==> src/rtl/rssc_pkg.sv <==
`default_nettype none

package rssc_pkg;

    localparam int ROTOR_POSITIONS = 10;
    localparam int TABLE_ENTRIES   = 10;
    localparam int ALPHABET_LEN    = 27;
    localparam int FIFO_DEPTH      = 2;

    localparam int POS_W   = 4;
    localparam int KEY_W   = 6;
    localparam int IDX_W   = 5;
    localparam int TABLE_W = 40;
    localparam int CFG_IDX_W = 3;

    localparam logic [TABLE_W-1:0] TABLE_RESET = 40'h8462591037;

    localparam logic [CFG_IDX_W-1:0] CFG_START_FAST  = 3'd0;
    localparam logic [CFG_IDX_W-1:0] CFG_START_MID   = 3'd1;
    localparam logic [CFG_IDX_W-1:0] CFG_START_SLOW  = 3'd2;
    localparam logic [CFG_IDX_W-1:0] CFG_DIRECTION   = 3'd3;
    localparam logic [CFG_IDX_W-1:0] CFG_ROTOR_TABLE = 3'd4;

    localparam logic DIR_ENCRYPT = 1'b0;
    localparam logic DIR_DECRYPT = 1'b1;

    localparam logic [7:0] CHAR_SPACE   = 8'h20;
    localparam logic [7:0] CHAR_UPPER_A = 8'h41;
    localparam logic [7:0] CHAR_UPPER_Z = 8'h5a;
    localparam logic [7:0] CHAR_LOWER_A = 8'h61;
    localparam logic [7:0] CHAR_LOWER_Z = 8'h7a;
    localparam logic [7:0] CASE_OFFSET  = 8'h20;

    typedef struct packed {
        logic [7:0] in_char;
        logic       start_message;
    } in_t;

    typedef struct packed {
        logic [7:0]       out_char;
        logic [KEY_W-1:0] key_used;
    } out_t;

    typedef struct packed {
        logic [POS_W-1:0]   start_pos_fast;
        logic [POS_W-1:0]   start_pos_mid;
        logic [POS_W-1:0]   start_pos_slow;
        logic               direction;
        logic [TABLE_W-1:0] rotor_table;
    } cfg_t;

    typedef struct packed {
        logic [IDX_W-1:0] sym_idx;
        logic [KEY_W-1:0] key;
    } q_entry_t;

    function automatic logic [3:0] table_entry(input logic [TABLE_W-1:0] tbl,
                                               input logic [POS_W-1:0] pos);
        logic [5:0] base;
        base = {pos, 2'b00};
        if ({1'b0, pos} >= 5'(TABLE_ENTRIES)) begin
            return 4'd0;
        end
        return tbl[base +: 4];
    endfunction

endpackage

`default_nettype wire

==> src/rtl/rssc_fifo.sv <==
`default_nettype none

module rssc_fifo #(
    parameter int WIDTH = 11,
    parameter int DEPTH = 2
) (
    input  wire logic             aclk,
    input  wire logic             aresetn,
    input  wire logic             push_valid,
    output logic                  push_ready,
    input  wire logic [WIDTH-1:0] push_data,
    output logic                  pop_valid,
    input  wire logic             pop_ready,
    output logic [WIDTH-1:0]      pop_data
);

    localparam int PTR_W = (DEPTH > 1) ? $clog2(DEPTH) : 1;
    localparam int CNT_W = $clog2(DEPTH + 1);

    logic [WIDTH-1:0] mem_reg [DEPTH];
    logic [PTR_W-1:0] wr_ptr_reg, wr_ptr_next;
    logic [PTR_W-1:0] rd_ptr_reg, rd_ptr_next;
    logic [CNT_W-1:0] count_reg, count_next;
    logic             do_push, do_pop;

    assign push_ready = (count_reg != CNT_W'(DEPTH));
    assign pop_valid  = (count_reg != '0);
    assign pop_data   = mem_reg[rd_ptr_reg];
    assign do_push    = push_valid && push_ready;
    assign do_pop     = pop_valid && pop_ready;

    always_comb begin
        wr_ptr_next = wr_ptr_reg;
        rd_ptr_next = rd_ptr_reg;
        count_next  = count_reg;
        if (do_push) begin
            wr_ptr_next = (wr_ptr_reg == PTR_W'(DEPTH - 1)) ? '0 : wr_ptr_reg + 1'b1;
        end
        if (do_pop) begin
            rd_ptr_next = (rd_ptr_reg == PTR_W'(DEPTH - 1)) ? '0 : rd_ptr_reg + 1'b1;
        end
        if (do_push && !do_pop) begin
            count_next = count_reg + 1'b1;
        end else if (do_pop && !do_push) begin
            count_next = count_reg - 1'b1;
        end
    end

    always_ff @(posedge aclk) begin
        if (!aresetn) begin
            wr_ptr_reg <= '0;
            rd_ptr_reg <= '0;
            count_reg  <= '0;
        end else begin
            wr_ptr_reg <= wr_ptr_next;
            rd_ptr_reg <= rd_ptr_next;
            count_reg  <= count_next;
        end
    end

    always_ff @(posedge aclk) begin
        if (do_push) begin
            mem_reg[wr_ptr_reg] <= push_data;
        end
    end

endmodule

`default_nettype wire

==> src/rtl/rssc_front.sv <==
`default_nettype none

module rssc_front (
    input  wire logic              aclk,
    input  wire logic              aresetn,
    input  wire rssc_pkg::cfg_t    cfg,
    input  wire logic              s_valid,
    output logic                   s_ready,
    input  wire rssc_pkg::in_t     s_data,
    output logic                   push_valid,
    input  wire logic              push_ready,
    output rssc_pkg::q_entry_t     push_data
);

    localparam int POS_W = rssc_pkg::POS_W;

    logic [POS_W-1:0] pos_fast_reg, pos_fast_next;
    logic [POS_W-1:0] pos_mid_reg, pos_mid_next;
    logic [POS_W-1:0] pos_slow_reg, pos_slow_next;
    logic [POS_W-1:0] cur_fast, cur_mid, cur_slow;
    logic             wrap_fast, wrap_mid, wrap_slow;
    logic [7:0]       folded;
    logic             accept;

    assign s_ready    = push_ready;
    assign push_valid = s_valid;
    assign accept     = s_valid && push_ready;

    always_comb begin
        if (s_data.start_message) begin
            cur_fast = cfg.start_pos_fast;
            cur_mid  = cfg.start_pos_mid;
            cur_slow = cfg.start_pos_slow;
        end else begin
            cur_fast = pos_fast_reg;
            cur_mid  = pos_mid_reg;
            cur_slow = pos_slow_reg;
        end
    end

    always_comb begin
        folded = s_data.in_char;
        if (s_data.in_char >= rssc_pkg::CHAR_LOWER_A
                && s_data.in_char <= rssc_pkg::CHAR_LOWER_Z) begin
            folded = s_data.in_char - rssc_pkg::CASE_OFFSET;
        end
        // Space and any unknown character both land on the last symbol after the index shift.
        if (folded >= rssc_pkg::CHAR_UPPER_A && folded <= rssc_pkg::CHAR_UPPER_Z) begin
            push_data.sym_idx = rssc_pkg::IDX_W'(folded - rssc_pkg::CHAR_UPPER_A);
        end else begin
            push_data.sym_idx = rssc_pkg::IDX_W'(rssc_pkg::ALPHABET_LEN - 1);
        end
        push_data.key = rssc_pkg::KEY_W'(rssc_pkg::table_entry(cfg.rotor_table, cur_fast))
                      + rssc_pkg::KEY_W'(rssc_pkg::table_entry(cfg.rotor_table, cur_mid))
                      + rssc_pkg::KEY_W'(rssc_pkg::table_entry(cfg.rotor_table, cur_slow));
    end

    always_comb begin
        wrap_fast = ({1'b0, cur_fast} + 1'b1) >= (POS_W + 1)'(rssc_pkg::ROTOR_POSITIONS);
        wrap_mid  = ({1'b0, cur_mid}  + 1'b1) >= (POS_W + 1)'(rssc_pkg::ROTOR_POSITIONS);
        wrap_slow = ({1'b0, cur_slow} + 1'b1) >= (POS_W + 1)'(rssc_pkg::ROTOR_POSITIONS);
        pos_fast_next = wrap_fast ? '0 : cur_fast + 1'b1;
        pos_mid_next  = cur_mid;
        pos_slow_next = cur_slow;
        if (wrap_fast) begin
            pos_mid_next = wrap_mid ? '0 : cur_mid + 1'b1;
            if (wrap_mid) begin
                pos_slow_next = wrap_slow ? '0 : cur_slow + 1'b1;
            end
        end
    end

    always_ff @(posedge aclk) begin
        if (!aresetn) begin
            pos_fast_reg <= '0;
            pos_mid_reg  <= '0;
            pos_slow_reg <= '0;
        end else if (accept) begin
            pos_fast_reg <= pos_fast_next;
            pos_mid_reg  <= pos_mid_next;
            pos_slow_reg <= pos_slow_next;
        end
    end

endmodule

`default_nettype wire

==> src/rtl/rssc_back.sv <==
`default_nettype none

module rssc_back (
    input  wire logic               aclk,
    input  wire logic               aresetn,
    input  wire logic               direction,
    input  wire logic               pop_valid,
    output logic                    pop_ready,
    input  wire rssc_pkg::q_entry_t pop_data,
    output logic                    m_valid,
    input  wire logic               m_ready,
    output rssc_pkg::out_t          m_data
);

    localparam logic [5:0] LEN = 6'(rssc_pkg::ALPHABET_LEN);

    logic                 m_valid_reg, m_valid_next;
    rssc_pkg::out_t       m_data_reg;
    rssc_pkg::out_t       result;
    logic [4:0]           key_mod;
    logic [5:0]           sum;
    logic [4:0]           sym;

    assign pop_ready = !m_valid_reg || m_ready;
    assign m_valid   = m_valid_reg;
    assign m_data    = m_data_reg;

    always_comb begin
        key_mod = (pop_data.key >= LEN) ? 5'(pop_data.key - LEN) : pop_data.key[4:0];
        if (direction == rssc_pkg::DIR_DECRYPT) begin
            sum = 6'(pop_data.sym_idx) + LEN - 6'(key_mod);
        end else begin
            sum = 6'(pop_data.sym_idx) + 6'(key_mod);
        end
        sym = (sum >= LEN) ? 5'(sum - LEN) : sum[4:0];
        if (sym == 5'(rssc_pkg::ALPHABET_LEN - 1)) begin
            result.out_char = rssc_pkg::CHAR_SPACE;
        end else begin
            result.out_char = rssc_pkg::CHAR_UPPER_A + 8'(sym);
        end
        result.key_used = pop_data.key;
    end

    always_comb begin
        m_valid_next = m_valid_reg;
        if (pop_valid && pop_ready) begin
            m_valid_next = 1'b1;
        end else if (m_ready) begin
            m_valid_next = 1'b0;
        end
    end

    always_ff @(posedge aclk) begin
        if (!aresetn) begin
            m_valid_reg <= 1'b0;
        end else begin
            m_valid_reg <= m_valid_next;
        end
    end

    always_ff @(posedge aclk) begin
        if (pop_valid && pop_ready) begin
            m_data_reg <= result;
        end
    end

endmodule

`default_nettype wire

==> src/rtl/rotor_stepped_shift_cipher.sv <==
// Rotor-stepped shift cipher over the alphabet A to Z and space. It takes one
// character beat per clock cycle at a sustained rate while the queue has room.
// The front looks up the rotor keys combinationally, steps the rotors as a
// character is accepted and writes its symbol and key into the queue; the back
// registers the modulo-27 shift of the queue head into the output. A short
// queue between the two lets a stalled output hold up the input only once the
// queue is full. Configuration is written only while the block is idle: the
// user must keep to this, as the block itself does not enforce it. A new start
// position takes effect at the next beat that carries the start flag.
`default_nettype none

module rotor_stepped_shift_cipher #(
    parameter int FIFO_DEPTH = rssc_pkg::FIFO_DEPTH
) (
    input  wire logic                              aclk,
    input  wire logic                              aresetn,
    input  wire logic                              s_valid,
    output logic                                   s_ready,
    input  wire rssc_pkg::in_t                     s_data,
    output logic                                   m_valid,
    input  wire logic                              m_ready,
    output rssc_pkg::out_t                         m_data,
    input  wire logic                              cfg_wr_en,
    input  wire logic [rssc_pkg::CFG_IDX_W-1:0]    cfg_index,
    input  wire logic [rssc_pkg::TABLE_W-1:0]      cfg_wr_data
);

    localparam int Q_W = $bits(rssc_pkg::q_entry_t);

    rssc_pkg::cfg_t     cfg_reg;
    rssc_pkg::q_entry_t push_data, pop_data;
    logic [Q_W-1:0]     pop_bits;
    logic               push_valid, push_ready;
    logic               pop_valid, pop_ready;

    always_ff @(posedge aclk) begin
        if (!aresetn) begin
            cfg_reg.start_pos_fast <= '0;
            cfg_reg.start_pos_mid  <= '0;
            cfg_reg.start_pos_slow <= '0;
            cfg_reg.direction      <= rssc_pkg::DIR_ENCRYPT;
            cfg_reg.rotor_table    <= rssc_pkg::TABLE_RESET;
        end else if (cfg_wr_en) begin
            unique case (cfg_index)
                rssc_pkg::CFG_START_FAST:  cfg_reg.start_pos_fast <= cfg_wr_data[3:0];
                rssc_pkg::CFG_START_MID:   cfg_reg.start_pos_mid  <= cfg_wr_data[3:0];
                rssc_pkg::CFG_START_SLOW:  cfg_reg.start_pos_slow <= cfg_wr_data[3:0];
                rssc_pkg::CFG_DIRECTION:   cfg_reg.direction      <= cfg_wr_data[0];
                rssc_pkg::CFG_ROTOR_TABLE: cfg_reg.rotor_table    <= cfg_wr_data;
                default: begin
                end
            endcase
        end
    end

    rssc_front u_front (
        .aclk       (aclk),
        .aresetn    (aresetn),
        .cfg        (cfg_reg),
        .s_valid    (s_valid),
        .s_ready    (s_ready),
        .s_data     (s_data),
        .push_valid (push_valid),
        .push_ready (push_ready),
        .push_data  (push_data)
    );

    rssc_fifo #(
        .WIDTH (Q_W),
        .DEPTH (FIFO_DEPTH)
    ) u_fifo (
        .aclk       (aclk),
        .aresetn    (aresetn),
        .push_valid (push_valid),
        .push_ready (push_ready),
        .push_data  (push_data),
        .pop_valid  (pop_valid),
        .pop_ready  (pop_ready),
        .pop_data   (pop_bits)
    );

    assign pop_data = pop_bits;

    rssc_back u_back (
        .aclk      (aclk),
        .aresetn   (aresetn),
        .direction (cfg_reg.direction),
        .pop_valid (pop_valid),
        .pop_ready (pop_ready),
        .pop_data  (pop_data),
        .m_valid   (m_valid),
        .m_ready   (m_ready),
        .m_data    (m_data)
    );

endmodule

`default_nettype wire

==> config.mk <==
export PLATFORM = sky130hd
export DESIGN_NAME = rotor_stepped_shift_cipher
export DESIGN_NICKNAME = d
export VERILOG_FILES = /design/src/rtl/rssc_pkg.sv /design/src/rtl/rssc_fifo.sv /design/src/rtl/rssc_front.sv /design/src/rtl/rssc_back.sv /design/src/rtl/rotor_stepped_shift_cipher.sv
export SDC_FILE = /design/constraint.sdc
export NUM_CORES = 1
export LEC_CHECK = 0
export BUFFER_PORTS_ARGS = -buffer_cell sky130_fd_sc_hd__clkbuf_2
export CAP_MARGIN = 20
export CORE_MARGIN = 4
export CORE_UTILIZATION = 50
export CTS_CLUSTER_DIAMETER = 30
export DETAILED_ROUTE_END_ITERATION = 12
export PLACE_DENSITY = 0.71
export SLEW_MARGIN = 20
export SYNTH_ARGS = -nofsm -noshare
export SYNTH_HDL_FRONTEND = slang
export SYNTH_SLANG_ARGS = --single-unit
==> constraint.sdc <==
create_clock -name aclk -period 6.25 [get_ports aclk]
set_input_delay 0.625 -clock aclk [delete_from_list [all_inputs] [get_ports aclk]]
set_output_delay 0.625 -clock aclk [all_outputs]
set_load 0.01 [all_outputs]
==> results of run 1 <==
## metal layers
metal  wire length, um  vias up  global-route usage
li1                  -     2864                   -
met1              6790     2705               0.255
met5                 0        -                   0
met3               656       31              0.0405
met2              8010      153               0.375
met4               425        0              0.0778
## through the flow
stage               power, W  cells   util
floorplan            0.00326    785      -
global placement     0.00367   1003  0.550
detailed placement   0.00377   1003  0.550
CTS                  0.00440   1019  0.574
global route         0.00479   1019  0.575
finish               0.00437   1019  0.575
## worst paths after layout
check	startpoint	slack, ns	depth (start not counted)	to
setup / recovery	flip-flop	1.23	20	u_back.m_data[10]
hold / removal	cfg_wr_data[25]	0.48	3	cfg_reg[25]
setup reg to reg	flip-flop	1.23	20	u_back.m_data[10]
hold reg to reg	u_front.pos_fast_reg[2]	0.49	2	u_front.pos_fast_reg[2]
## cell usage after synthesis (all sizes together) (3+ instances only)
cell / number / area [um2]
a211oi: 5 / 37.5
a21o: 7 / 52.6
a21oi: 54 / 293
a22oi: 4 / 35.0
a311oi: 15 / 131
and3: 18 / 113
buf: 14 / 86.3
clkbuf: 26 / 97.6
dfxtp: 71 / 1420
edfxtp: 35 / 1050
fa: 3 / 60.1
ha: 41 / 513
inv: 33 / 124
mux2: 10 / 113
mux2i: 47 / 482
mux4: 8 / 180
nand2: 175 / 659
nand2b: 6 / 37.5
nand3: 29 / 145
nand3b: 5 / 37.5
nor2: 47 / 176
nor2b: 8 / 52.6
nor3: 9 / 50.1
o21ai: 29 / 149
o21bai: 4 / 33.8
o31ai: 10 / 80.1
or3: 7 / 43.8
xnor2: 21 / 184
xor2: 8 / 77.6
## layout by cell type (no fill, tap or decap), types with 8 or more instances in the layout
cell type    n
mux4_2       8
a21oi_1     48
nand3_1     29
buf_4       11
o31ai_1      9
mux2i_1     44
edfxtp_1    35
nand2_1    174
clkbuf_16    9
inv_1       31
nor3_1       8
mux2_2      10
xnor2_1     21
clkbuf_2    71
a311oi_1    15
dfxtp_1     71
and3_1      18
o21ai_0     26
nor2_1      47
ha_1        41
## cell families (layout without fill, tap and decap cells)
| group | after synthesis | after routing | share of synthesized area |
|---|---|---|---|
| simple gates | 316 | 316 | 0.207 |
| compound gates | 148 | 148 | 0.148 |
| flops | 106 | 106 | 0.362 |
| buf+inv | 75 | 133 | 0.0461 |
| mux | 65 | 65 | 0.113 |
| fa+ha+maj | 45 | 45 | 0.0855 |
| xor+xnor | 29 | 29 | 0.0382 |
| other cells | 1 | 1 | 0.000548 |
## layout make-up
type | count | area [um2] | area share
clock inverters | 6 | 96.3 | 0.0126
multi-input cells | 604 | 4060 | 0.531
clock buffers | 10 | 229 | 0.0300
flip-flops and latches | 106 | 2470 | 0.323
inverters | 35 | 131 | 0.0172
repair buffers | 82 | 438 | 0.0573
well taps | 176 | 220 | 0.0288
## critical path, stage by stage (launching register included)
cell      delay [ns]
dfxtp_1         0.64
mux2i_1         0.38
inv_1           0.11
ha_1            0.21
o21ai_0         0.30
o21bai_1        0.20
o21ai_0         0.41
inv_1           0.10
ha_1            0.23
xor2_1          0.15
ha_1            0.20
a21oi_1         0.20
o21ai_1         0.13
xnor2_1         0.15
a21oi_2         0.37
a21oi_2         0.11
xnor2_1         0.27
ha_1            0.26
nor2_1          0.06
o21ba_1         0.22
o22ai_1         0.07
## power by group through the flow
stage          Clock [W]  Combinational, W  Sequential [W]
3_3_place_gp           0           0.00265         0.00103
5_1_grt         0.000668           0.00309         0.00103
3_5_place_dp           0           0.00274         0.00103
2_1_floorplan          0           0.00223         0.00104
4_1_cts         0.000632           0.00275         0.00102
6_report        0.000618           0.00274         0.00102
==> impl_metrics.csv, run 1 <==
group,metric,value,unit
run_status,status,"finished clean",
clock_tree,clkSinkCount,106,
global_routing,antenna_found_initial,0,
final_layout,num_antenna_cells,0,
timing,hold_viol,0,
timing,slew_headroom,0.344,
detailed_routing,routed_wl,15.9,mm
detailed_routing,first_pass_iters,5,
placement,port-buffer-count,71,
clock_tree,ctsResizeCount,0,
power,power.share.sequential,0.232,
global_routing,grt_pass1_vias,5907,
detailed_routing,vias_per_cell,5.65,
power,power.switching,0.00188,W
power,swShare,0.429,
timing,setup_slack,1.23,ns
power,combPwrFrac,0.626,
detailed_routing,drt_iter0_drc,454,
synth,syn_inst,785,
timing,setup_tns,0,ns
setup_path,cp.required,6.34,ns
detailed_routing,wl_per_cell,15.6,um
setup_path,cp.arrival,5.11,ns
clock_tree,cts_tree,"yes",
clock_tree,clk_latency,0.35,ns
final_layout,final.fill_count,1192,
synth,synth_warnings,0,
die,die-area,0.0156,mm2
global_routing,grt_pass1_wl,27.6,mm
power,p_int,0.00250,W
clock_tree,clkTransAtPathRegs,0.07,ns
detailed_routing,ant_nets,0,
synth,ys_ff_latch,106,
final_layout,post-route-cell-area,0.00764,mm2
synth,syn_nets,886,
timing,slew_violations,0,
setup_path,critPathLaunchType,"flip-flop",
setup_path,worstPathMaxFanout,11,
die,die_w,125,um
flow_run,drv_cap,0,
hold_path,min-delay-path-class,"in2reg",
timing,fmax,199,MHz
setup_path,worst-setup-path-type,"reg2reg",
die,rows,42,
placement,postPlaceCellArea,0.00731,mm2
clock_tree,cts_setup_buffers,0,
global_routing,gr-total-overflow,0,
timing,tightest_slew,0.971,ns
placement,dp_slack,1.23,ns
timing,setup_viol,0,
synth,syn_avg_cell_area,8.71,um2
final_layout,largest_register_ff_count,53,
global_routing,grt_usage,0.211,
timing,post-route-period-util,0.803,
die,ios,73,
final_layout,final_layout_size_suffix_gt1_frac,0.168,
power,clkPwrFrac,0.141,
synth,syn-cell-area,0.00684,mm2
setup_path,worstSetupEndpointType,"flip-flop",
final_layout,layout.nets,939,
clock_tree,clk_path_buf_depth,2,
timing,rsz0062_at_grt,"false",
clock_tree,ctsHtreeMaxLevel,3,
clock_tree,cts_buffers,9,
power,worst_ir_drop_vdd,462,uV
timing,finClkSkew,0.00608,ns
final_layout,syn2layout_area_growth,11.8,%
clock_tree,clock-root-buffer,"clkbuf_16",
die,core-area,0.0133,mm2
die,initial_utilization,0.514,
synth,synth-main-ff-cell,"dfxtp_1",
global_routing,grt_max_degree,56,
synth,synth-async-reset-ratio,0,
detailed_routing,remaining_drc_errors,0,
placement,routabilityCongestion,0.928,
detailed_routing,vias,5753,
synth,synth_seq_area_share,0.362,
power,p_leak,3.19,nW
synth,synth_edf_count,35,
placement,dp.final_hpwl,11.8,mm
power,powerDensity,572,mW/mm2
synth,synth_cell_types,75,
timing,hold_ws,0.479,ns
clock_tree,hold_buffers,0,
die,die-height,125,um
timing,period_minus_slack,5.02,ns
Note: power is estimated with default switching activity, not from simulation.
==> run 2, diff against run 1 <==
==> constraint.sdc (replaced) <==
create_clock -name aclk -period 4.7 [get_ports aclk]
set_input_delay 0.47 -clock aclk [delete_from_list [all_inputs] [get_ports aclk]]
set_output_delay 0.47 -clock aclk [all_outputs]
set_load 0.01 [all_outputs]
==> run 2 against run 1 <==
Fmax increased by 14%. Critical path type unchanged. Cell area increased by 1.4%. Setup slack got worse by 0.92 ns.
==> impl_metrics.csv, run 2 (same netlist as run 1, synthesis figures left out) <==
group,metric,value,unit
run_status,status,"finished clean",
clock_tree,clk_latency,0.36,ns
power,p_leak,3.25,nW
clock_tree,clk_path_buf_depth,2,
hold_path,min-delay-path-class,"in2reg",
timing,rsz0062_at_grt,"false",
power,total_power,0.00604,W
timing,setup_viol,0,
hold_path,holdPathEnd,"cfg_reg[34]",
setup_path,worstSetupEndpointType,"flip-flop",
final_layout,final_layout_size_suffix_gt1_frac,0.188,
setup_path,worst-path-buf-inv,2,
clock_tree,clkSinkCount,106,
timing,slew_violations,0,
clock_tree,hold_buffers,0,
setup_path,worst-r2r-setup-slack,0.31,ns
setup_path,worstPathMaxFanout,9,
detailed_routing,routed_wl,16.6,mm
setup_path,critPathMostFrequentCell,"ha_1",
setup_path,cp_top_family,"compound AO/OA/AOI/OAI gates",
timing,fmax,228,MHz
final_layout,final_cell_mix,"174 x nand2_1, 71 x dfxtp_1, 71 x clkbuf_2",
final_layout,final_common_cell,"nand2_1",
global_routing,gr-total-overflow,0,
detailed_routing,vias,5945,
die,die_w,125,um
setup_path,crit_slowest_cell,"mux2_2",
timing,tightest_slew,1.03,ns
placement,dp.final_hpwl,12.6,mm
final_layout,layout.nets,953,
setup_path,max_stage_delay,0.41,ns
setup_path,critPathLaunchType,"flip-flop",
setup_path,cp.required,4.80,ns
detailed_routing,vias_per_cell,5.76,
timing,period_minus_slack,4.39,ns
die,ios,73,
clock_tree,clock-root-buffer,"clkbuf_16",
global_routing,grt_pass1_vias,5875,
die,rows,42,
detailed_routing,wl_per_cell,16.1,um
clock_tree,ctsHtreeMaxLevel,3,
detailed_routing,remaining_drc_errors,0,
clock_tree,cts_tree,"yes",
die,die-area,0.0156,mm2
setup_path,cp.arrival,4.49,ns
setup_path,worst-setup-path-type,"reg2reg",
hold_path,worstHoldStart,"cfg_wr_data[34]",
global_routing,grt_max_degree,56,
flow_run,drv_cap,0,
setup_path,rr_worst_depth,20,
clock_tree,cts_buffers,9,
placement,routabilityCongestion,0.909,
detailed_routing,first_pass_iters,6,
power,powerDensity,780,mW/mm2
timing,setup_tns,0,ns
detailed_routing,ant_nets,0,
die,die-height,125,um
timing,hold_viol,0,
global_routing,antenna_found_initial,0,
clock_tree,clkTransAtPathRegs,0.07,ns
global_routing,grt_usage,0.214,
final_layout,largest_register_ff_count,53,
timing,slew_headroom,0.303,
global_routing,grt_pass1_wl,27.9,mm
hold_path,worstHoldPathCells,3,
placement,port-buffer-count,71,
die,core-area,0.0133,mm2
setup_path,crit_chain,"buf_4 > mux2_2 > o21ai_2 > o21bai_1 > nand2_1 > o21ai_1 > ha_1 > inv_1 > ha_1 > maj3_2 > a21oi_2 > xor2_2 > o32ai_4 > a21oi_4 > nand2_1 > o21ai_1 > ha_1 > nor2_1 > o21ba_1 > o22ai_1",
timing,finClkSkew,0.00834,ns
power,worst_ir_drop_vdd,589,uV
timing,hold_ws,0.315,ns
die,initial_utilization,0.514,
final_layout,num_antenna_cells,0,
timing,post-route-period-util,0.933,
final_layout,syn2layout_area_growth,13.4,%
detailed_routing,drt_iter0_drc,431,
setup_path,rr_endpoint,"u_back.m_data[10]",
## run 2: cell count changes in the layout (fill, tap and decap cells not counted), moves of 2 or more
| cell | previous run | this run |
|---|---|---|
| buf_4 | 11 | 25 |
| o21ai_0 | 26 | 23 |
| bufinv_16 | 2 | 0 |
| o21ai_1 | 2 | 4 |
| inv_6 | 2 | 4 |
## run 2: worst max-delay path by stage
stage / start / to / slack, ns / cells after the start
after detailed placement: flip-flop / u_back.m_data[10] / -0.04 / 20
after floorplan: flip-flop / u_back.m_data[10] / 0.32 / 22
after global routing: flip-flop / u_back.m_data[10] / 0.02 / 19
after global placement: flip-flop / u_back.m_data[10] / 0.25 / 20
final: flip-flop / u_back.m_data[10] / 0.31 / 20
after CTS: flip-flop / u_back.m_data[10] / 0.02 / 20
## run 2: through the flow
stage          std cells   util  setup WS (ns)  area [um2]
3_3_place_gp        1015  0.557          0.246        7400
2_1_floorplan        785      -          0.322        6840
4_1_cts             1031  0.578         0.0245        7690
5_1_grt             1033  0.583         0.0160        7750
3_5_place_dp        1015  0.557        -0.0408        7400
6_report            1033  0.583          0.313        7750
## run 2: final cells by class
class	count	area, um2
Fill cell	1187	5540
Timing Repair Buffer	96	543
Clock buffer	9	225
Sequential cell	106	2470
Inverter	35	131
Clock inverter	7	62.6
Tap cell	176	220
Multi-Input combinational cell	604	4100
## run 2: timing repair
item	CTS	global route
endpoints found under the setup margin	1	7
pin swaps	0	2
resized for setup	1	9
gates cloned	0	0
setup buffers	0	2
## run 2: tightest hold or removal path, stage by stage
cell,delay [ns]
clkbuf_2,0.07
nand2_1,0.04
nand3_1,0.06
## run 2: where the power goes
| part | leakage, nW | total (W) | internal [W] | switching (W) |
|---|---|---|---|---|
| logic | 2.21 | 0.00396 | 0.00173 | 0.00224 |
| clock network | 0.138 | 0.000738 | 0.000370 | 0.000368 |
| registers | 0.897 | 0.00134 | 0.00128 | 0.0000645 |
## run 2: metal layers
metal / vias up / part of all wire / track usage
li1: 2894 / - / -
met1: 2801 / 0.41 / 0.249
met2: 212 / 0.51 / 0.386
met3: 38 / 0.055 / 0.0473
met4: 0 / 0.025 / 0.0791
met5: - / 0 / 0
==> run 3, diff against run 2 <==
--- a/config.mk
+++ b/config.mk
@@ -11,7 +11,9 @@
 export CORE_UTILIZATION = 50
 export CTS_CLUSTER_DIAMETER = 30
 export DETAILED_ROUTE_END_ITERATION = 12
-export PLACE_DENSITY = 0.71
+export GPL_ROUTABILITY_DRIVEN = 0
+export PLACE_DENSITY = 0.73
+export REMOVE_ABC_BUFFERS = 1
 export SLEW_MARGIN = 20
 export SYNTH_ARGS = -nofsm -noshare
 export SYNTH_HDL_FRONTEND = slang
==> constraint.sdc (replaced) <==
create_clock -name aclk -period 4 [get_ports aclk]
set_input_delay 0.4 -clock aclk [delete_from_list [all_inputs] [get_ports aclk]]
set_output_delay 0.4 -clock aclk [all_outputs]
set_load 0.01 [all_outputs]
==> run 3 against run 2 <==
Via count is 0.89% higher. Fmax is 8.3% higher. Clock skew is 0.0038 ns higher. The flow now finishes with violations (setup timing). Utilization is 4.4 points higher. Clock-buffer cell count is 1 higher. Setup slack worse by 0.36 ns. Die area stayed put. Critical endpoint is now u_back.m_data[9]. Flip-flop and latch count stayed put. Sequential share of layout area is 2.2 points lower.
==> impl_metrics.csv, run 3 (same netlist as run 1, synthesis figures left out) <==
group,metric,value,unit
final_layout,layout.nets,1003,
timing,rsz0062_at_grt,"true",
timing,post-route-period-util,1.01,
run_status,status,"finished, violations left",
power,powerDensity,1090,mW/mm2
timing,setup_viol,1,
detailed_routing,drt_iter0_drc,365,
timing,finClkSkew,0.0121,ns
final_layout,final_common_cell,"nand2_1",
clock_tree,ctsHtreeMaxLevel,3,
final_layout,largest_register_ff_count,53,
die,ios,73,
hold_path,min-delay-path-class,"in2reg",
power,total_power,0.00909,W
timing,fmax,247,MHz
clock_tree,clk_path_buf_depth,2,
power,power.share.sequential,0.174,
final_layout,final_layout_size_suffix_gt1_frac,0.261,
clock_tree,clk_latency,0.36,ns
setup_path,cp.arrival,4.15,ns
global_routing,grt_pass1_vias,5934,
detailed_routing,ant_nets,0,
die,die-height,125,um
detailed_routing,remaining_drc_errors,0,
power,swShare,0.405,
die,core-area,0.0133,mm2
clock_tree,cts_tree,"yes",
timing,hold_ws,0.246,ns
detailed_routing,wl_per_cell,15.5,um
timing,slew_headroom,0.290,
global_routing,gr-total-overflow,0,
final_layout,final_cell_mix,"173 x nand2_1, 74 x buf_4, 71 x clkbuf_2",
detailed_routing,first_pass_iters,5,
global_routing,grt_usage,0.218,
timing,setup_slack,-0.0501,ns
power,worst_ir_drop_vdd,928,uV
detailed_routing,vias_per_cell,5.54,
final_layout,final.fill_count,1117,
final_layout,num_antenna_cells,0,
placement,port-buffer-count,71,
timing,slew_violations,0,
timing,hold_viol,0,
clock_tree,clkSinkCount,106,
placement,dp.final_hpwl,12.2,mm
die,die-area,0.0156,mm2
flow_run,drv_cap,0,
setup_path,critPathLaunchType,"flip-flop",
timing,period_minus_slack,4.05,ns
setup_path,worst-setup-path-type,"reg2reg",
run_status,violations,"setup timing",
clock_tree,clock-root-buffer,"clkbuf_16",
power,clkPwrFrac,0.106,
power,p_int,0.00541,W
detailed_routing,routed_wl,16.8,mm
die,die_w,125,um
clock_tree,clkTransAtPathRegs,0.08,ns
final_layout,syn2layout_area_growth,21.9,%
placement,dp_slack,-0.472,ns
setup_path,cp.required,4.10,ns
die,rows,42,
power,power.switching,0.00368,W
power,combPwrFrac,0.720,
global_routing,antenna_found_initial,0,
setup_path,worstSetupEndpointType,"flip-flop",
die,initial_utilization,0.514,
detailed_routing,vias,5998,
timing,tightest_slew,1.05,ns
power,p_leak,3.57,nW
global_routing,grt_pass1_wl,28.4,mm
clock_tree,hold_buffers,0,
clock_tree,cts_buffers,9,
setup_path,worstPathMaxFanout,5,
global_routing,grt_max_degree,56,
run 3: layer usage:
metal	wire length, um	global-route usage	share of wire
met1	7040	0.267	0.42
met2	8590	0.386	0.51
met3	761	0.0362	0.045
met4	448	0.0797	0.027
met5	0	0	0
run 3: final timing paths:
| kind | start | to | slack, ns | cells past startpoint |
|---|---|---|---|---|
| worst max-delay path | flip-flop | u_back.m_data[9] | -0.05 | 17 |
| worst min-delay path | cfg_wr_data[22] | cfg_reg[22] | 0.25 | 3 |
| worst max register to register | flip-flop | u_back.m_data[9] | -0.05 | 17 |
| worst min register to register | u_front.pos_slow_reg[2] | u_front.pos_slow_reg[2] | 0.49 | 2 |
run 3: repair_timing:
action | CTS | global route
setup buffers | 8 | 5
pin swaps | 14 | 20
endpoints found under the setup margin | 7 | 7
gates resized for setup | 29 | 18
cloned | 0 | 0
run 3: power groups by stage:
stage | combinational (W) | clock (W) | sequential [W]
after global placement | 0.00508 | 0 | 0.00159
after global routing | 0.00719 | 0.00102 | 0.00160
final | 0.00654 | 0.000964 | 0.00158
after CTS | 0.00587 | 0.000989 | 0.00158
after floorplan | 0.00343 | 0 | 0.00163
after detailed placement | 0.00518 | 0 | 0.00160
run 3: area by class of cell:
type | count | area [um2] | area share
clock inverter | 6 | 81.3 | 0.00976
tap | 176 | 220 | 0.0264
sequential | 106 | 2480 | 0.297
multi-input combinational | 604 | 4250 | 0.510
timing repair buffer | 146 | 922 | 0.111
clock buffer | 10 | 250 | 0.0300
inverter | 35 | 131 | 0.0158
run 3: critical path: stages, from the launching register on:
cell and delay, ns:
dfxtp_4 0.36, buf_6 0.12, buf_4 0.15, mux2_4 0.32, o21bai_4 0.23, xnor2_2 0.17, ha_2 0.22, fa_2 0.42
a21oi_2 0.17, o21bai_2 0.10, xnor2_2 0.18, o32ai_4 0.35, buf_4 0.17, buf_4 0.12, a211oi_1 0.08, nor3_2 0.33
xor2_1 0.22, o22ai_2 0.10
run 3: per-stage QoR:
stage,setup TNS (ns),cell area (um2),utilization,std cells
floorplan,-2.29,6650,-,745
global placement,-1.41,7690,0.579,1054
detailed placement,-2.54,7690,0.579,1054
CTS,0,8220,0.618,1078
global route,-1.00,8330,0.627,1083
finish,-0.0501,8330,0.627,1083
